$ cat config.mk
export PLATFORM = sky130hd
export DESIGN_NAME = ogoi_ctrl
export DESIGN_NICKNAME = d
export VERILOG_FILES = /design/src/hw/rtl/occupancy_grid_obstacle_inflation_assert.svh /design/src/hw/rtl/ogoi_pkg.sv /design/src/hw/rtl/ogoi_ctrl.sv
export SDC_FILE = /design/constraint.sdc
export NUM_CORES = 1
export LEC_CHECK = 0
export ABC_AREA = 1
export BUFFER_PORTS_ARGS = -buffer_cell sky130_fd_sc_hd__buf_4
export CORE_UTILIZATION = 38
export CTS_BUF_LIST = sky130_fd_sc_hd__clkbuf_8
export DETAILED_ROUTE_END_ITERATION = 8
export PLACE_DENSITY = 0.69
export SLEW_MARGIN = 20
export SYNTH_ARGS = -nofsm -noshare
export SYNTH_HDL_FRONTEND = slang
export SYNTH_SLANG_ARGS = --single-unit
$ cat constraint.sdc
create_clock -name i_clk -period 1.2 [get_ports i_clk]
set_clock_uncertainty 0.15 [all_clocks]
set_input_delay 0.12 -clock i_clk [delete_from_list [all_inputs] [get_ports i_clk]]
set_output_delay 0.12 -clock i_clk [all_outputs]
set_load 0.03 [all_outputs]
$ cat src/hw/rtl/occupancy_grid_obstacle_inflation_assert.svh
// Assertion macros for the obstacle inflation block.
// Both expect i_clk and i_rst_n in the scope where they are used.
`ifndef OCCUPANCY_GRID_OBSTACLE_INFLATION_ASSERT_SVH
`define OCCUPANCY_GRID_OBSTACLE_INFLATION_ASSERT_SVH

`ifndef SYNTH

`define OGOI_ASSERT(name, expr) \
    name: assert property (@(posedge i_clk) disable iff (!i_rst_n) (expr)) \
        else $error("%m failed");

`define OGOI_NEXT(name, ante, cons) \
    name: assert property (@(posedge i_clk) disable iff (!i_rst_n) (ante) |=> (cons)) \
        else $error("%m failed");

`else

`define OGOI_ASSERT(name, expr)

`define OGOI_NEXT(name, ante, cons)

`endif

`endif

$ cat src/hw/rtl/ogoi_pkg.sv
package ogoi_pkg;

    // Item field widths
    localparam int REQ_W = 2;
    localparam int PT_W  = 17;
    localparam int KI_W  = 4;
    localparam int KV_W  = 7;
    localparam int CI_W  = 16;
    localparam int CV_W  = 7;

    // Configuration port
    localparam int CFG_W    = 9;
    localparam int CFG_A_W  = 2;
    localparam int KS_CFG_W = 4;

    localparam logic [CFG_A_W-1:0] CFG_MAP_WIDTH   = 2'd0;
    localparam logic [CFG_A_W-1:0] CFG_MAP_HEIGHT  = 2'd1;
    localparam logic [CFG_A_W-1:0] CFG_KERNEL_SIZE = 2'd2;

    localparam logic [CFG_W-1:0]    RST_MAP_WIDTH   = 9'd200;
    localparam logic [CFG_W-1:0]    RST_MAP_HEIGHT  = 9'd200;
    localparam logic [KS_CFG_W-1:0] RST_KERNEL_SIZE = 4'd9;

    // Request kinds
    localparam logic [REQ_W-1:0] REQ_CLEAR = 2'd0;
    localparam logic [REQ_W-1:0] REQ_LOAD  = 2'd1;
    localparam logic [REQ_W-1:0] REQ_STAMP = 2'd2;
    localparam logic [REQ_W-1:0] REQ_READ  = 2'd3;

    // Full occupancy
    localparam logic [CV_W-1:0] PEAK_VAL = 7'd100;

    typedef struct packed {
        logic latch;
        logic clr_step;
        logic kload;
        logic rd_issue;
        logic chk;
        logic idx;
        logic idxchk;
        logic peak;
        logic colstep;
        logic issue;
        logic done;
    } t_cmd;

    typedef struct packed {
        logic [REQ_W-1:0] req_type;
        logic             clr_last;
        logic             pass_ok;
        logic             k_zero;
        logic             b_zero;
        logic             cnt_last;
        logic             run_last;
    } t_stat;

endpackage

$ cat src/hw/rtl/ogoi_ctrl.sv
module ogoi_ctrl import ogoi_pkg::*; (
    input  logic  i_clk,
    input  logic  i_rst_n,
    input  logic  i_in_valid,
    output logic  o_in_ready,
    output logic  o_out_valid,
    input  logic  i_out_ready,
    output t_cmd  o_cmd,
    input  t_stat i_stat
);

    localparam logic [3:0] S_INIT    = 4'd0;
    localparam logic [3:0] S_IDLE    = 4'd1;
    localparam logic [3:0] S_DEC     = 4'd2;
    localparam logic [3:0] S_CLR     = 4'd3;
    localparam logic [3:0] S_IDX     = 4'd4;
    localparam logic [3:0] S_IDXCHK  = 4'd5;
    localparam logic [3:0] S_PEAK    = 4'd6;
    localparam logic [3:0] S_COLINIT = 4'd7;
    localparam logic [3:0] S_RUN     = 4'd8;
    localparam logic [3:0] S_DRAIN   = 4'd9;
    localparam logic [3:0] S_DONE    = 4'd10;

    logic [3:0] r_state;
    logic [3:0] n_state;
    logic       r_out_valid;
    logic       n_out_valid;

    always_comb begin
        n_state     = r_state;
        n_out_valid = r_out_valid;
        o_cmd       = '0;
        o_in_ready  = 1'b0;
        if (r_out_valid && i_out_ready) begin
            n_out_valid = 1'b0;
        end
        case (r_state)
            S_INIT: begin
                // sweep the map to zero after reset
                o_cmd.clr_step = 1'b1;
                if (i_stat.clr_last) begin
                    n_state = S_IDLE;
                end
            end
            S_IDLE: begin
                o_in_ready = !r_out_valid || i_out_ready;
                if (o_in_ready && i_in_valid) begin
                    o_cmd.latch = 1'b1;
                    n_state     = S_DEC;
                end
            end
            S_DEC: begin
                case (i_stat.req_type)
                    REQ_CLEAR: begin
                        n_state = S_CLR;
                    end
                    REQ_LOAD: begin
                        o_cmd.kload = 1'b1;
                        n_state     = S_DONE;
                    end
                    REQ_STAMP: begin
                        o_cmd.chk = 1'b1;
                        n_state   = S_IDX;
                    end
                    REQ_READ: begin
                        o_cmd.rd_issue = 1'b1;
                        n_state        = S_DONE;
                    end
                    default: begin
                        n_state = S_DONE;
                    end
                endcase
            end
            S_CLR: begin
                o_cmd.clr_step = 1'b1;
                if (i_stat.clr_last) begin
                    n_state = S_DONE;
                end
            end
            S_IDX: begin
                o_cmd.idx = 1'b1;
                n_state   = S_IDXCHK;
            end
            S_IDXCHK: begin
                o_cmd.idxchk = 1'b1;
                n_state      = S_PEAK;
            end
            S_PEAK: begin
                o_cmd.peak = 1'b1;
                if (!i_stat.pass_ok || i_stat.k_zero) begin
                    n_state = S_DONE;
                end else if (i_stat.b_zero) begin
                    n_state = S_RUN;
                end else begin
                    n_state = S_COLINIT;
                end
            end
            S_COLINIT: begin
                o_cmd.colstep = 1'b1;
                if (i_stat.cnt_last) begin
                    n_state = S_RUN;
                end
            end
            S_RUN: begin
                o_cmd.issue = 1'b1;
                if (i_stat.run_last) begin
                    n_state = S_DRAIN;
                end
            end
            S_DRAIN: begin
                // last write lands this cycle
                n_state = S_DONE;
            end
            S_DONE: begin
                o_cmd.done  = 1'b1;
                n_out_valid = 1'b1;
                n_state     = S_IDLE;
            end
            default: begin
                n_state = S_IDLE;
            end
        endcase
    end

    always_ff @(posedge i_clk) begin
        if (!i_rst_n) begin
            r_state     <= S_INIT;
            r_out_valid <= 1'b0;
        end else begin
            r_state     <= n_state;
            r_out_valid <= n_out_valid;
        end
    end

    assign o_out_valid = r_out_valid;

endmodule

==> results of run 1 <==
==> per-stage QoR <==
step,std cells,area (µm²)
CTS,170,1230
detailed placement,156,965
global placement,156,965
floorplan,102,657
==> timing repair <==
item,CTS
pin swaps,6
hold buffers,1
cloned,0
setup endpoints to repair,17
resized for setup,39
setup buffers,9
hold endpoints to repair,1
==> logic make-up after synthesis <==
| family | count (synthesis) | synth area share |
|---|---|---|
| flops | 5 | 0.176 |
| compound gates | 6 | 0.0573 |
| simple gates | 72 | 0.621 |
| buf+inv | 19 | 0.145 |
==> cells in the mapped netlist <==
| library cell | instances | area, µm² |
|---|---|---|
| nand3b_1 | 2 | 15.0 |
| inv_1 | 9 | 33.8 |
| nand2_2 | 2 | 12.5 |
| nand2_4 | 2 | 22.5 |
| nor2_4 | 2 | 22.5 |
| inv_2 | 7 | 26.3 |
| buf_6 | 1 | 11.3 |
| nor2_2 | 5 | 31.3 |
| nand3_2 | 1 | 10.0 |
| clkinv_1 | 1 | 3.75 |
| a21boi_0 | 1 | 7.51 |
| nor3_1 | 3 | 15.0 |
| buf_4 | 1 | 7.51 |
| nand2_1 | 21 | 78.8 |
| nor2_1 | 21 | 78.8 |
| nand3_1 | 12 | 60.1 |
| dfxtp_1 | 5 | 100 |
| a21oi_1 | 5 | 25.0 |
| nand4_1 | 1 | 6.26 |
==> metrics.md, run 1 <==
| Metric | Value |
|---|---|
| Post-GRT worst EP | `r_state[2]$_SDFFE_PN0P_/D` |
| Num CTS Buffers | `3` |
| Error msg | `[ERROR DPL-0038] Utilization greater than 100%, impossible to legalize` |
| Worst endpoint type | `register input` |
| Post-DP HPWL | `1510 µm` |
| Die Width | `40.7 µm` |
| Global placement routability congestion | `0.874` |
| Yosys reg bits | `5` |
| Initial Util | `0.421` |
| Netlist Area Pre-Place | `568 µm²` |
| Synth Area per Inst | `5.57 µm²` |
| Sequential cell area fraction in the yosys report | `0.176` |
| Stop stage | `5_1_grt` |
| Yosys Warn Count | `0` |
| Net Count, Synth | `114` |
| Clock sinks | `5` |
| Library cells used by synthesis | `19` |
| Die Y | `40.7 µm` |
| CTS root buf | `clkbuf_8` |
| Outcome | `did not finish` |
| I/O pins | `25` |
| CTS max path bufs | `2` |
| Max H-tree Level | `1` |
| Pre-CTS WS | `-0.304 ns` |
| Port Buf Inserts | `24` |
| Largest net degree at the start of global routing | `9` |
| Mapped Cells | `102` |
| # rows | `13` |
==> run 2, diff against run 1 <==
Settings changed: CORE_AREA set to 2 2 63 65, CORE_UTILIZATION 38 to not set, CTS_BUF_LIST sky130_fd_sc_hd__clkbuf_8 to not set, DIE_AREA set to 0 0 65 67, PLACE_DENSITY 0.69 to not set, PLACE_DENSITY_LB_ADDON set to 0.15.
Clock period 1.2 ns to 1.55 ns, I/O delays scaled along.
==> metrics.md, run 2 <==
| Metric | Value |
|---|---|
| Worst VDD drop | `0.000427 V` |
| Final hold viol count | `0` |
| Yosys Warn Count | `0 (unchanged)` |
| Crit-path cells | `nor2_2, nand2_1, nand2_4, buf_4` |
| Commonest non-fill, non-tap cell in the layout | `buf_4` |
| CP Data Required Time | `1.24 ns` |
| Placed Cells | `175 (+12%)` |
| Pre-CTS WS | `0.0652 ns (+0.369 ns)` |
| DRT Wirelength | `1860 µm` |
| Worst Max-Slew Pin Slew | `0.229 ns` |
| CTS max path bufs | `2 (unchanged)` |
| RSZ-0062 raised after global routing | `yes` |
| FF+latch area | `113 µm²` |
| Hold_buf cts | `0 (-1)` |
| CP Buf/Inv Count | `1` |
| Clock sinks | `5 (unchanged)` |
| Gr usage total | `0.0958` |
| Final Net Count | `149` |
| Core area | `0.00361 mm²` |
| Max-cap viol count | `0` |
| DIE AREA | `0.00436 mm²` |
| Fin. max-slew vios | `0` |
| Area of the multi-input gates | `417 µm²` |
| Net Count, Synth | `114 (unchanged)` |
| Worst hold path type | `input port to flop` |
| Max H-tree Level | `1 (unchanged)` |
| Final worst setup slack | `0.0426 ns` |
| I/O pins | `25 (unchanged)` |
| Drt wl/cell | `10.1 µm` |
| Relative slew slack | `0.847` |
| Min cycle time layout | `1.51 ns` |
| Top cell type's share of synthesized area | `0.176 (unchanged)` |
| Top post-synthesis cells by area | `dfxtp_1, nand2_1, nor2_1` |
| Finished Layout Cells | `184` |
| Layout area overhead | `66.3%` |
| Yosys reg bits | `5 (unchanged)` |
| Die Y | `67 µm (+65%)` |
| Setup violators final | `0` |
| Clk Latency, worst-skew pair | `0.22 ns` |
| CTS root buf | `clkbuf_8` |
| Leakage power | `0.489 nW` |
| Initial antenna violation count | `0` |
| Die Width | `65 µm (+60%)` |
| Largest net degree at the start of global routing | `8` |
| Util after Layout | `0.262` |
| # rows | `22 (+9)` |
| Setup Crit Path Kind | `flop to output pin` |
| Num CTS Buffers | `3 (unchanged)` |
| Fill count | `427` |
| Number of synthesized flops with an enable pin | `0 (unchanged)` |
| Setup_tns | `0 ns` |
| Worst-path clk slew | `0.04 ns` |
| Share of post-route cells with drive strength above 1 | `0.471` |
| Post-synth top area cell | `dfxtp_1` |
| Grt ovf | `0` |
| CP max-delay cell | `dfxtp_4` |
| Via count | `737` |
| Outcome | `finished, final reports clean` |
| Ys async rst share | `0 (unchanged)` |
| Synth Area per Inst | `5.57 µm² (unchanged)` |
| Hold Slack | `0.0361 ns` |
| Library cells used by synthesis | `19 (unchanged)` |
| Netlist Area Pre-Place | `568 µm² (unchanged)` |
| Initial Util | `0.158 (-0.263)` |
| WP data arrival | `1.20 ns` |
| Drt drc | `0` |
| Most flops, register | `r_state` |
| Drt pass-1 iters | `4` |
| CTS tree | `yes` |
| R2R Setup Slk | `0.17 ns` |
| Commonest non-fill, non-tap cells in the layout | `buf_4, nor2_1, nand2_1` |
| Post-synth top cells | `nand2_1, nor2_1, nand3_1` |
| Post-DRT Antenna Nets | `0` |
| Max reg flops | `4` |
| Fmax | `0.663 GHz` |
| Top_reg_cell synth | `dfxtp_1` |
| Worst path top cell family by delay | `simple AND/OR/NAND/NOR gates` |
| Mapped Cells | `102 (unchanged)` |
| Post-route clock period utilization | `0.972` |
| Crit Path Max Fanout | `7` |
| ANT cells | `0` |
| First-pass GRT wire length | `3050 µm` |
| Port Buf Inserts | `24 (unchanged)` |
| Global placement routability congestion | `0.823 (-5.8%)` |
| Via/cell ratio | `4.01` |
| Sequential cell area fraction in the yosys report | `0.176 (unchanged)` |
| Post-DP HPWL | `1590 µm (+5.2%)` |
| Vias in the first global route | `697` |
| Crit path largest cell delay | `0.37 ns` |
| First DRT Iteration DRCs | `20` |
| PD cells | `1870 mW/mm²` |
| Crit path launch type | `flop` |
| Element type at the critical path end | `output pin` |
-- run 2: layout make-up --
class | count | area share
clock buffers | 4 | 0.0477
inverters | 17 | 0.0702
multi-input cells | 78 | 0.441
flip-flops and latches | 5 | 0.119
well taps | 48 | 0.0636
repair buffers | 32 | 0.258
-- run 2: worst register-to-register path, stage by stage (launching register included) --
cell	delay, ns
dfxtp_4	0.37
buf_4	0.15
nor2_4	0.10
nand2_2	0.09
nor2_2	0.14
nor2_2	0.06
nand2_1	0.08
nand2_1	0.05
nand2_1	0.05
nor2_1	0.03
-- run 2: through the flow --
stage / power [W] / instance area, µm²
2_1_floorplan: 0.00105 / 573
3_3_place_gp: 0.00136 / 817
3_5_place_dp: 0.00134 / 817
4_1_cts: 0.00172 / 911
5_1_grt: 0.00192 / 945
6_report: 0.00177 / 945
-- run 2: timing repair --
item,CTS,global route
gates resized for setup,8,8
endpoints found under the setup margin,6,10
pin swaps,3,6
setup buffers,4,1
-- run 2: per-layer routing --
| layer | part of all wire | routed length [µm] | GRT usage |
|---|---|---|---|
| met5 | 0 | 0 | 0 |
| met1 | 0.41 | 757 | 0.104 |
| met4 | 0.025 | 46 | 0.0559 |
| met2 | 0.50 | 931 | 0.156 |
| met3 | 0.069 | 129 | 0.0405 |
-- run 2: path summary, 6_finish.rpt --
check	from	end	cells after the start
hold reg to reg	o_out_valid$_SDFFE_PN0P_	o_out_valid$_SDFFE_PN0P_	2
setup / recovery	r_state[1]$_SDFFE_PN0P_	o_cmd[9]	4
hold / removal	i_rst_n	r_state[0]$_SDFFE_PN0P_	3
setup reg to reg	r_state[1]$_SDFFE_PN0P_	r_state[0]$_SDFFE_PN0P_	9
-- run 2: where the power goes --
| group | internal [W] | switching [W] | total, W |
|---|---|---|---|
| clock | 0.000177 | 0.0000669 | 0.000244 |
| combinational | 0.000496 | 0.000737 | 0.00123 |
| sequential | 0.000195 | 0.0000946 | 0.000290 |
| total | 0.000868 | 0.000898 | 0.00177 |
-- run 2: kinds of logic (layout without fill, tap and decap cells) --
logic type,Yosys count,count (layout),share of synthesized area
and+or+nand+nor,72,72,0.621
AOI/OAI and AO/OA,6,6,0.0573
DFF,5,5,0.176
buffers and inverters,19,53,0.145
Note: power is estimated with default switching activity, not from simulation.
